### src/rtl/asu_pkg.sv
package asu_pkg;

  // longest name in the escape table, in bytes
  localparam int NAME_MAX = 10;
  // longest numeric escape body, in bytes
  localparam int HEX_MAX = 6;
  localparam int NAME_COUNT = 67;

  // largest character code an escape may produce
  localparam logic [6:0] CODE_MAX = 7'd127;

  localparam logic [7:0] CH_PERCENT = 8'h25;
  localparam logic [7:0] CH_SEMI    = 8'h3B;
  localparam logic [7:0] CH_ZERO    = 8'h30;
  localparam logic [7:0] CH_NINE    = 8'h39;
  localparam logic [7:0] CH_LOW_X   = 8'h78;
  localparam logic [7:0] CH_UP_X    = 8'h58;

  typedef struct packed {
    logic [7:0] in_byte;
    logic       is_last;
  } in_item_t;

  typedef struct packed {
    logic [6:0] out_byte;
    logic       is_end;
    logic       failed;
  } out_item_t;

  // outcome of decoding one escape body
  typedef struct packed {
    logic       ok;
    logic [6:0] code;
  } resolve_t;

  // text is right aligned: the last character sits in the low byte
  typedef struct packed {
    logic [6:0]            code;
    logic [3:0]            len;
    logic [NAME_MAX*8-1:0] text;
  } name_entry_t;

  localparam name_entry_t NAME_ROM [NAME_COUNT] = '{
    '{7'd1, 4'd3, "SOH"}, '{7'd2, 4'd3, "STX"}, '{7'd3, 4'd3, "ETX"},
    '{7'd4, 4'd3, "EOT"}, '{7'd5, 4'd3, "ENQ"}, '{7'd6, 4'd3, "ACK"},
    '{7'd7, 4'd1, "a"}, '{7'd8, 4'd1, "b"}, '{7'd9, 4'd1, "t"},
    '{7'd10, 4'd1, "n"}, '{7'd11, 4'd1, "v"}, '{7'd12, 4'd1, "f"},
    '{7'd13, 4'd1, "r"}, '{7'd14, 4'd2, "SO"}, '{7'd15, 4'd2, "SI"},
    '{7'd16, 4'd3, "DLE"}, '{7'd17, 4'd3, "DC1"}, '{7'd18, 4'd3, "DC2"},
    '{7'd19, 4'd3, "DC3"}, '{7'd20, 4'd3, "DC4"}, '{7'd21, 4'd3, "NAK"},
    '{7'd22, 4'd3, "SYN"}, '{7'd23, 4'd3, "ETB"}, '{7'd24, 4'd3, "CAN"},
    '{7'd25, 4'd2, "EM"}, '{7'd26, 4'd3, "SUB"}, '{7'd27, 4'd1, "e"},
    '{7'd28, 4'd2, "FS"}, '{7'd29, 4'd2, "GS"}, '{7'd30, 4'd2, "RS"},
    '{7'd31, 4'd2, "US"}, '{7'd127, 4'd3, "DEL"},
    '{7'd32, 4'd5, "space"}, '{7'd33, 4'd4, "bang"}, '{7'd34, 4'd5, "quote"},
    '{7'd35, 4'd4, "hash"}, '{7'd36, 4'd6, "dollar"}, '{7'd37, 4'd1, "%"},
    '{7'd37, 4'd7, "percent"}, '{7'd38, 4'd3, "amp"}, '{7'd39, 4'd0, ""},
    '{7'd39, 4'd4, "tick"}, '{7'd40, 4'd6, "lparen"}, '{7'd41, 4'd6, "rparen"},
    '{7'd42, 4'd4, "star"}, '{7'd43, 4'd4, "plus"}, '{7'd44, 4'd5, "comma"},
    '{7'd45, 4'd4, "dash"}, '{7'd46, 4'd3, "dot"}, '{7'd47, 4'd5, "slash"},
    '{7'd58, 4'd5, "colon"}, '{7'd59, 4'd4, "semi"}, '{7'd60, 4'd6, "langle"},
    '{7'd61, 4'd5, "equal"}, '{7'd62, 4'd6, "rangle"},
    '{7'd63, 4'd8, "question"}, '{7'd64, 4'd2, "at"},
    '{7'd91, 4'd8, "lbracket"}, '{7'd92, 4'd9, "backslash"},
    '{7'd93, 4'd8, "rbracket"}, '{7'd94, 4'd5, "caret"},
    '{7'd95, 4'd10, "underscore"}, '{7'd96, 4'd8, "backtick"},
    '{7'd123, 4'd6, "lbrace"}, '{7'd124, 4'd4, "pipe"},
    '{7'd125, 4'd6, "rbrace"}, '{7'd126, 4'd5, "tilde"}
  };

  function automatic logic is_hex(input logic [7:0] c);
    is_hex = (c >= 8'h30 && c <= 8'h39) || (c >= 8'h61 && c <= 8'h66) ||
             (c >= 8'h41 && c <= 8'h46);
  endfunction

  function automatic logic [3:0] hex_digit(input logic [7:0] c);
    logic [7:0] d;
    if (c >= 8'h30 && c <= 8'h39) begin
      d = c - 8'h30;
    end else if (c >= 8'h61 && c <= 8'h66) begin
      d = c - 8'h57;
    end else begin
      d = c - 8'h37;
    end
    hex_digit = d[3:0];
  endfunction

  function automatic logic is_text(input logic [7:0] c);
    is_text = (c >= 8'h09 && c <= 8'h0D) || (c >= 8'h20 && c <= 8'h7E);
  endfunction

endpackage

### src/rtl/asu_resolve.sv
module asu_resolve #(
  parameter int CNT_W = 4
) (
  input  logic [asu_pkg::NAME_MAX-1:0][7:0] body,
  input  logic [CNT_W-1:0]                  count,
  output asu_pkg::resolve_t                 res
);
  import asu_pkg::*;

  logic            numeric;
  logic            pfx;
  logic            running;
  logic [4*HEX_MAX-1:0] hex_v;
  logic            name_hit;
  logic [6:0]      name_code;
  logic            match;
  int              pos;

  assign numeric = (count != '0) && (body[0] >= CH_ZERO) && (body[0] <= CH_NINE);

  // numeric body: optional 0x prefix, then hex digits up to the first other byte
  always_comb begin
    pfx = (count >= CNT_W'(3)) && (body[0] == CH_ZERO) &&
          ((body[1] == CH_LOW_X) || (body[1] == CH_UP_X)) && is_hex(body[2]);
    running = 1'b1;
    hex_v   = '0;
    for (int i = 0; i < HEX_MAX; i++) begin
      if (i >= 2 || !pfx) begin
        if (running && (CNT_W'(i) < count) && is_hex(body[i])) begin
          hex_v = {hex_v[4*HEX_MAX-5:0], hex_digit(body[i])};
        end else begin
          running = 1'b0;
        end
      end
    end
  end

  // name body: parallel compare against the table, first entry wins
  always_comb begin
    name_hit  = 1'b0;
    name_code = '0;
    match     = 1'b0;
    pos       = 0;
    for (int k = 0; k < NAME_COUNT; k++) begin
      match = (count == CNT_W'(NAME_ROM[k].len));
      for (int j = 0; j < NAME_MAX; j++) begin
        if (j < int'(NAME_ROM[k].len)) begin
          pos = int'(NAME_ROM[k].len) - 1 - j;
          if (body[j] != NAME_ROM[k].text[pos*8 +: 8]) begin
            match = 1'b0;
          end
        end
      end
      if (match && !name_hit) begin
        name_hit  = 1'b1;
        name_code = NAME_ROM[k].code;
      end
    end
  end

  always_comb begin
    if (numeric) begin
      res.ok   = (count <= CNT_W'(HEX_MAX)) &&
                 (hex_v <= {{(4*HEX_MAX-7){1'b0}}, CODE_MAX});
      res.code = hex_v[6:0];
    end else begin
      res.ok   = name_hit;
      res.code = name_code;
    end
  end

endmodule

### src/rtl/ascii_string_unescape_unit.sv
// channel | ports                         | payload
// input   | in_valid, in_stall, in_data   | in_byte, is_last
// result  | out_valid, out_stall, out_data| out_byte, is_end, failed
//
// one byte per cycle sustained while out_stall stays low; a byte's result passes
// through the input register, then decode into the result register
// the escape name compare runs in parallel on the terminating ';'
// synchronous active-low reset clears the decode state and both valid flags
// out_stall holds the result register; in_stall rises only once the input
// register is also occupied
module ascii_string_unescape_unit #(
  parameter int BODY_BYTES = 10
) (
  input  logic               clk,
  input  logic               rst_n,
  input  logic               in_valid,
  output logic               in_stall,
  input  asu_pkg::in_item_t  in_data,
  output logic               out_valid,
  input  logic               out_stall,
  output asu_pkg::out_item_t out_data
);
  import asu_pkg::*;

  localparam int CNT_W = $clog2(BODY_BYTES + 1);
  localparam int IDX_W = $clog2(BODY_BYTES);

  in_item_t   s1_r;
  logic       s1_valid_r;
  out_item_t  out_r, out_nxt;
  logic       out_valid_r, out_valid_nxt;

  logic       expect_open_r, expect_open_nxt;
  logic       in_escape_r, in_escape_nxt;
  logic       error_seen_r, error_seen_nxt;
  logic [CNT_W-1:0] body_count_r, body_count_nxt;
  logic [7:0] body_r [BODY_BYTES];
  logic       body_we;

  logic       out_free;
  logic       fire;
  logic [NAME_MAX-1:0][7:0] body_view;
  resolve_t   res;

  assign out_free  = !out_valid_r || !out_stall;
  assign fire      = s1_valid_r && out_free;
  assign in_stall  = s1_valid_r && !out_free;
  assign out_valid = out_valid_r;
  assign out_data  = out_r;

  // input register
  always_ff @(posedge clk) begin
    if (!rst_n) begin
      s1_valid_r <= 1'b0;
    end else if (!in_stall) begin
      s1_valid_r <= in_valid;
    end
    if (!in_stall && in_valid) begin
      s1_r <= in_data;
    end
  end

  // escape body seen by the decoder
  always_comb begin
    for (int i = 0; i < NAME_MAX; i++) begin
      body_view[i] = body_r[i];
    end
  end

  asu_resolve #(
    .CNT_W(CNT_W)
  ) u_resolve (
    .body  (body_view),
    .count (body_count_r),
    .res   (res)
  );

  // per-byte decode
  always_comb begin
    expect_open_nxt = expect_open_r;
    in_escape_nxt   = in_escape_r;
    error_seen_nxt  = error_seen_r;
    body_count_nxt  = body_count_r;
    body_we         = 1'b0;
    out_nxt         = '0;
    out_valid_nxt   = out_valid_r && out_stall;
    if (fire) begin
      priority if (expect_open_r) begin
        expect_open_nxt = 1'b0;
        if (s1_r.is_last) begin
          expect_open_nxt = 1'b1;
          in_escape_nxt   = 1'b0;
          error_seen_nxt  = 1'b0;
          body_count_nxt  = '0;
          out_valid_nxt   = 1'b1;
          out_nxt.is_end  = 1'b1;
        end
      end else if (s1_r.is_last) begin
        expect_open_nxt = 1'b1;
        in_escape_nxt   = 1'b0;
        error_seen_nxt  = 1'b0;
        body_count_nxt  = '0;
        out_valid_nxt   = 1'b1;
        out_nxt.is_end  = 1'b1;
        out_nxt.failed  = error_seen_r || in_escape_r;
      end else if (error_seen_r) begin
        // drop everything up to the closing delimiter
      end else if (in_escape_r) begin
        if (s1_r.in_byte == CH_SEMI) begin
          in_escape_nxt  = 1'b0;
          body_count_nxt = '0;
          if (res.ok) begin
            out_valid_nxt    = 1'b1;
            out_nxt.out_byte = res.code;
          end else begin
            error_seen_nxt = 1'b1;
          end
        end else if (body_count_r < CNT_W'(BODY_BYTES)) begin
          body_we        = 1'b1;
          body_count_nxt = body_count_r + 1'b1;
        end else begin
          error_seen_nxt = 1'b1;
          in_escape_nxt  = 1'b0;
          body_count_nxt = '0;
        end
      end else if (!is_text(s1_r.in_byte)) begin
        error_seen_nxt = 1'b1;
      end else if (s1_r.in_byte == CH_PERCENT) begin
        in_escape_nxt  = 1'b1;
        body_count_nxt = '0;
      end else begin
        out_valid_nxt    = 1'b1;
        out_nxt.out_byte = s1_r.in_byte[6:0];
      end
    end
  end

  // decode state and result register
  always_ff @(posedge clk) begin
    if (!rst_n) begin
      expect_open_r <= 1'b1;
      in_escape_r   <= 1'b0;
      error_seen_r  <= 1'b0;
      body_count_r  <= '0;
      out_valid_r   <= 1'b0;
    end else begin
      expect_open_r <= expect_open_nxt;
      in_escape_r   <= in_escape_nxt;
      error_seen_r  <= error_seen_nxt;
      body_count_r  <= body_count_nxt;
      out_valid_r   <= out_valid_nxt;
    end
    if (out_free) begin
      out_r <= out_nxt;
    end
  end

  // escape body buffer
  always_ff @(posedge clk) begin
    if (fire && body_we) begin
      body_r[body_count_r[IDX_W-1:0]] <= s1_r.in_byte;
    end
  end

endmodule

### config.mk
export PLATFORM = sky130hd
export DESIGN_NAME = ascii_string_unescape_unit
export DESIGN_NICKNAME = d
export VERILOG_FILES = /design/src/rtl/asu_pkg.sv /design/src/rtl/asu_resolve.sv /design/src/rtl/ascii_string_unescape_unit.sv
export SDC_FILE = /design/constraint.sdc
export NUM_CORES = 1
export LEC_CHECK = 0
export BUFFER_PORTS_ARGS = -buffer_cell sky130_fd_sc_hd__clkbuf_2
export CAP_MARGIN = 20
export CORE_MARGIN = 5
export CORE_UTILIZATION = 56
export CTS_CLUSTER_SIZE = 25
export DETAILED_ROUTE_END_ITERATION = 6
export PLACE_DENSITY = 0.75
export SLEW_MARGIN = 0
export SYNTH_ARGS = -nofsm -noshare
export SYNTH_HDL_FRONTEND = slang
export SYNTH_SLANG_ARGS = --single-unit
export TNS_END_PERCENT = 50
### constraint.sdc
create_clock -name clk -period 7.7 [get_ports clk]
set_clock_uncertainty 0.1 [all_clocks]
set_input_delay 0.385 -clock clk [delete_from_list [all_inputs] [get_ports clk]]
set_output_delay 0.385 -clock clk [all_outputs]
set_load 0.05 [all_outputs]
==> reports/summary.txt, run 1 <==
Outcome -> finished, violations left
Failing checks -> DRC
Clock Latency Late Sink -> 370 ps
Highest net fanout along the worst path -> 11
Synth Warn # -> 0
CTS Hold Bufs -> 0
Vias/cell -> 7.48
Largest net degree at the start of global routing -> 25
PwrDens -> 124 mW/mm^2
GR Overflow Total -> 0
R2r startpoint -> body_r[1][1]
Total die area -> 0.0185 sq mm
Part of the Yosys area used for sequential elements -> 35.1%
Initial DRC Count -> 1271
TritonCTS Buffers -> 9
Most used DFF post-synth -> edfxtp_1
Async set-reset flop share out of synthesis -> 0%
Min Tclk post-route -> 4630 ps
Antenna viol nets, final -> 0
Clk sink count -> 107
Routed wire length -> 34500 um
Post-Synthesis Cell Area -> 0.00889 sq mm
Worst path bufs/invs -> 1
Hold Crit Class -> in2reg
Least-Margin Pin Slew -> 1130 ps
Share of layout cells above drive strength 1 -> 9.55%
Slew headroom -> 23.6%
Routed via count -> 8972
WS Path Type -> reg2reg
Crit end category -> register
CP peak stage delay -> 730 ps
Fillers -> 1380
RSZ-0062 raised after global routing -> false
Drc violations -> 1
Leakage -> 3.13 nW
Avg Synthesized Cell Area -> 9.02 sq um
Final setup fails -> 0
Synthesized net count -> 1033
Tot Pwr -> 1.17 mW
Fin crit share -> 60.2%
Synth unique cells -> 96
Post-CTS Setup Inserts -> 0
Core ar. -> 0.0157 sq mm
CTS tree -> done
# resized after CTS -> 0
Max Slew Vio Count -> 0
Gr usage total -> 37.1%
Worst IR Drop VDD -> 0.000145 V
Post-Place Worst Slack -> 3240 ps
ANT cells -> 0
Worst setup path startpoint -> body_r[1][1]
Clock-pin transition on the worst setup and hold timing paths -> 80 ps
Number of max-cap violations -> 0
Critical path's top delay family -> compound AO/OA/AOI/OAI gates
Hold_ws -> 83.1 ps
Detailed Place HPWL -> 26400 um
Die width -> 136 um
Seq cells post-synth -> 107
Number of flops mapped to enable cells by yosys -> 98
Post-Route Setup TNS -> 0 ps
IO Port Bufs -> 23
Number of global-route vias before repair -> 8155
WP data required -> 7810 ps
Root Driver -> clkbuf_16
Critical path arrival -> 4750 ps
Chip height -> 136 um
NumNets Final -> 1026
Final hold vios -> 0
First-pass GRT wire length -> 50700 um
Slowest stage cell, crit path -> nor3b_2
I/O pin total -> 24
Routability congestion estimate -> 1.09
Max Clock Freq -> 216 MHz
Initial antenna violation count -> 0
HP Start -> in_data[4]
CP Cell Sequence -> inv_1, ha_1, nor3b_2, and2_1, o211ai_1, a21oi_2, mux2_1, a311oi_1, nor4_1, a211o_1, nand4b_4, o31ai_2
Wire length per cell -> 28.7 um
H-tree levels -> 3
Crit start category -> register
Initial core utilization -> 56.6%
Drt first pass iters -> 7
Post-Synthesis Cells -> 986
CTS Buffer Depth -> 2
Area grow syn2layout -> 5.95%
FP Rows -> 46
Final worst slack -> 3070 ps
layout by cell type (no fill, tap or decap), drive strengths merged, types with 13 or more instances in the layout:
| cell | count |
|---|---|
| nor3 | 40 |
| and3 | 29 |
| nand3 | 47 |
| nor4b | 13 |
| xnor2 | 13 |
| nor2b | 24 |
| nand4b | 13 |
| clkbuf | 35 |
| ha | 34 |
| inv | 29 |
| and2 | 15 |
| nor2 | 66 |
| nand4 | 41 |
| and4b | 13 |
| nor4 | 41 |
| edfxtp | 98 |
| nand2 | 107 |
| and3b | 14 |
| o21ai | 42 |
| a21oi | 33 |
| nor3b | 15 |
| mux2i | 14 |
worst reg2reg max path, delay by kind of cell, from the launching register on:
kind | cells | cell delay, ps
multiplexers | 1 | 410
adder cells (fa/ha/maj) | 1 | 450
flip-flops | 1 | 480
AND/OR/NAND/NOR | 4 | 1290
buffers and inverters | 1 | 170
AO/OA/AOI/OAI | 5 | 1590
logic make-up (layout without fill, tap and decap cells):
family / Yosys count / count (layout) / share of synthesized area (%)
flip-flops: 107 / 107 / 35.1
adder cells (fa/ha/maj): 34 / 34 / 4.78
XOR/XNOR: 13 / 13 / 1.28
multiplexers: 18 / 18 / 2.08
AND/OR/NAND/NOR: 552 / 552 / 38.1
AO/OA/AOI/OAI: 186 / 186 / 14.8
buffers and inverters: 76 / 74 / 3.77
synth_stat cells, types with 5 or more instances:
| master | n | share of area [%] |
|---|---|---|
| nand2_1 | 106 | 4.5 |
| edfxtp_1 | 98 | 33 |
| nor2_1 | 65 | 2.7 |
| nand3_1 | 46 | 2.6 |
| nand4_1 | 41 | 2.9 |
| nor3_1 | 38 | 2.1 |
| nor4_1 | 38 | 2.7 |
| ha_1 | 34 | 4.8 |
| o21ai_0 | 34 | 1.9 |
| a21oi_1 | 31 | 1.7 |
| and3_1 | 29 | 2.0 |
| clkbuf_1 | 28 | 1.2 |
| inv_1 | 25 | 1.1 |
| nor2b_1 | 24 | 1.7 |
| and2_1 | 15 | 1.1 |
| and3b_1 | 14 | 1.4 |
| mux2i_1 | 14 | 1.6 |
| and4b_1 | 13 | 1.5 |
| buf_2 | 13 | 0.73 |
| xnor2_1 | 13 | 1.3 |
| nand4b_1 | 12 | 1.2 |
| a211oi_1 | 11 | 0.93 |
| nand3b_1 | 11 | 0.93 |
| nor3b_1 | 11 | 0.93 |
| nor4bb_1 | 11 | 1.2 |
| o211ai_1 | 11 | 0.93 |
| or3_1 | 10 | 0.70 |
| dfxtp_1 | 9 | 2.0 |
| nor4b_1 | 9 | 0.89 |
| a31oi_1 | 8 | 0.56 |
| o21ai_1 | 8 | 0.45 |
| a21o_1 | 7 | 0.59 |
| and4_1 | 7 | 0.69 |
| a2111oi_0 | 6 | 0.59 |
| nand4bb_1 | 6 | 0.76 |
| o22ai_1 | 6 | 0.42 |
| o21bai_1 | 5 | 0.42 |
| o31ai_1 | 5 | 0.42 |
| or4_1 | 5 | 0.42 |
final cells by class:
cell class	count	area, sq um	area share (%)
tap	216	270	2.87
multi-input combinational	803	5440	57.7
sequential	107	3120	33.1
timing repair buffer	33	188	1.99
inverter	25	93.8	0.996
clock inverter	5	48.8	0.518
clock buffer	11	264	2.80
metrics by stage:
stage	cell area (sq um)	utilization, %	cells
2_1_floorplan	8890	-	986
3_3_place_gp	9100	57.9	1183
3_5_place_dp	9100	57.9	1183
4_1_cts	9420	59.9	1199
5_1_grt	9420	60.0	1200
6_report	9420	60.0	1200
metal layers:
layer / up-vias / GRT usage, % / share of wire, %
li1: 3876 / - / -
met5: - / 0 / 0
met1: 4250 / 49.4 / 39
met2: 679 / 54.9 / 43
met3: 167 / 9.40 / 11
met4: 0 / 21.0 / 7.1
final timing paths:
check                                     end  slack (ps)  cells after the start
worst max register to register    out_data[5]        3070                     12
worst max-delay path              out_data[5]        3070                     12
worst min register to register  expect_open_r         460                      1
worst min-delay path                  s1_r[4]          80                      1
where the power goes:
part	total (mW)	internal (mW)	switching (mW)
clock network	0.492	0.256	0.236
logic	0.0208	0.00653	0.0143
registers	0.657	0.639	0.0188
flip-flops by register name, summed over array words and instances (netlist names):
signal         count
body_count_r       4
body_r            80
error_seen_r       1
expect_open_r      1
in_escape_r        1
out_data           9
out_valid          1
s1_r               9
s1_valid_r         1
Note: power is estimated with default switching activity, not from simulation.
==> run 2, diff against run 1 <==
clock period = 4.7 ns   (was 7.7 ns; I/O delays follow)
==> run 2 against run 1 <==
Against the previous run:
- the run now ends clean
- via count is 0.81% lower
- count of clock-buffer cells in the layout shrank 1
- core utilization increased by 1.5 points
- hold slack better by 21 ps
- global-route usage up 0.45 points
- register-to-register slack got worse by 2600 ps
- clock power increased by 52%
- routed wire length increased by 0.90%
- cell area is 2.6% higher
- critical path depth decreased by 2
- non-clock buffer count grew 32
- first-iteration DRC count up 2.8%
- critical path type unchanged
- critical endpoint is now out_data[3]
==> reports/summary.txt, run 2 (synthesis results as in run 1) <==
Initial core utilization -> 56.6%
RSZ-0062 raised after global routing -> false
Sw power -> 0.432 mW
Antenna viol nets, final -> 0
Slowest stage cell, crit path -> edfxtp_1
Routability congestion estimate -> 1.06
Critical path arrival -> 4240 ps
Max Slew Vio Count -> 0
CP Cell Sequence -> nor2b_1, a311oi_1, o41a_1, a221oi_1, o21ai_1, nand3_1, o21ai_0, mux2_2, o22ai_1, o21ai_1
Largest net degree at the start of global routing -> 25
Post-CTS Setup Inserts -> 0
Clk sink count -> 107
Detailed Place HPWL -> 26700 um
Crit start category -> register
Wire length per cell -> 28.2 um
Min Tclk post-route -> 4220 ps
WS Path Type -> reg2reg
Final worst slack -> 479 ps
Number of global-route vias before repair -> 8320
Drc violations -> 0
Switching Share -> 23.1%
Final hold vios -> 0
# resized after CTS -> 0
TritonCTS Buffers -> 9
Least-Margin Pin Slew -> 984 ps
Clock Latency Late Sink -> 360 ps
Hold Crit Class -> in2reg
Initial antenna violation count -> 1
Routed wire length -> 34800 um
Number of max-cap violations -> 0
Die width -> 136 um
Routed via count -> 8899
Worst IR Drop VDD -> 0.000222 V
Fin crit share -> 89.8%
Leakage -> 3.27 nW
ANT cells -> 0
Outcome -> finished clean
CP peak stage delay -> 830 ps
GR Overflow Total -> 0
IO Port Bufs -> 23
Total die area -> 0.0185 sq mm
Max Clock Freq -> 237 MHz
Gr usage total -> 37.5%
WP data required -> 4710 ps
Crit end category -> register
Comb power frac -> 2.2%
Chip height -> 136 um
Int Pwr -> 1.44 mW
First-pass GRT wire length -> 51400 um
H-tree levels -> 3
FP Rows -> 46
Vias/cell -> 7.22
Most used cells in the layout excluding fill and tap cells -> nand2_1 (106), edfxtp_1 (98), nor2_1 (65)
Core ar. -> 0.0157 sq mm
CP most frequent cell -> o21ai_1
NumNets Final -> 1058
Commonest non-fill, non-tap cell in the layout -> nand2_1
Root Driver -> clkbuf_16
CTS Buffer Depth -> 2
Area grow syn2layout -> 8.67%
Post-Route Setup TNS -> 0 ps
Final setup fails -> 0
I/O pin total -> 24
Reg power frac -> 57.7%
Initial DRC Count -> 1307
Clock-pin transition on the worst setup and hold timing paths -> 80 ps
Share of layout cells above drive strength 1 -> 11.3%
Highest net fanout along the worst path -> 23
CTS tree -> done
Drt first pass iters -> 6
Clock power share -> 40.1%
Slew headroom -> 34.4%
Max reg flops -> 80
PwrDens -> 193 mW/mm^2
Post-Place Worst Slack -> 614 ps
==> run 2: changes by cell type in the layout (fill, tap and decap cells not counted), sizes merged <==
cell,delta
buf,+23
dlygate4sd3,+10
clkinv,+2
inv,-1
clkbuf,-2
==> run 2: power groups by stage <==
| stage | sequential [mW] | combinational [mW] | clock, mW |
|---|---|---|---|
| finish | 1.08 | 0.0415 | 0.748 |
| global route | 1.08 | 0.0441 | 0.798 |
| CTS | 1.08 | 0.0408 | 0.748 |
| detailed placement | 1.10 | 0.0341 | 0 |
| global placement | 1.10 | 0.0331 | 0 |
| floorplan | 1.09 | 0.0123 | 0 |
==> run 2: layer usage <==
metal / global-route usage [%] / wire length, um / up-vias
met1: 50.6 / 13500 / 4217
li1: - / - / 3912
met5: 0 / 13 / -
met3: 9.47 / 4140 / 133
met4: 19.3 / 2100 / 2
met2: 55.8 / 15000 / 635
==> run 2: path summary, 6_finish.rpt <==
| kind | start | end | depth (start not counted) | slack, ps |
|---|---|---|---|---|
| worst min register to register | expect_open_r | expect_open_r | 1 | 470 |
| worst max register to register | body_r[0][2] | out_data[3] | 10 | 480 |
| worst max-delay path | body_r[0][2] | out_data[3] | 10 | 480 |
| worst min-delay path | rst_n | s1_valid_r | 2 | 100 |
==> run 2: layout make-up <==
cell class / count / area (sq um)
well taps: 216 / 270
clock inverters: 6 / 57.6
flip-flops and latches: 107 / 3120
fillers: 1387 / 6050
clock buffers: 10 / 229
repair buffers: 65 / 455
multi-input cells: 803 / 5440
inverters: 25 / 93.8
==> run 2: stage by stage <==
stage               area (sq um)  utilization, %  cells  hold slack [ps]  power, mW
global route                9660            61.5   1232              102       1.92
floorplan                   8890               -    986              234       1.10
global placement            9280            59.0   1206              312       1.13
CTS                         9660            61.5   1232             91.5       1.86
detailed placement          9280            59.0   1206              314       1.13
finish                      9660            61.5   1232              104       1.87
==> run 2: repair_timing <==
| action | 4_1_cts | 5_1_grt |
|---|---|---|
| hold buffers | 10 | 0 |
| endpoints found under the setup margin | 0 | 0 |
| endpoints found under the hold margin | 10 | 0 |
==> run 2: critical path: cells and delay by family (launching register included) <==
family / cells / cell delay, ps
compound gates: 7 / 1880
simple gates: 2 / 850
flops: 1 / 830
mux: 1 / 310
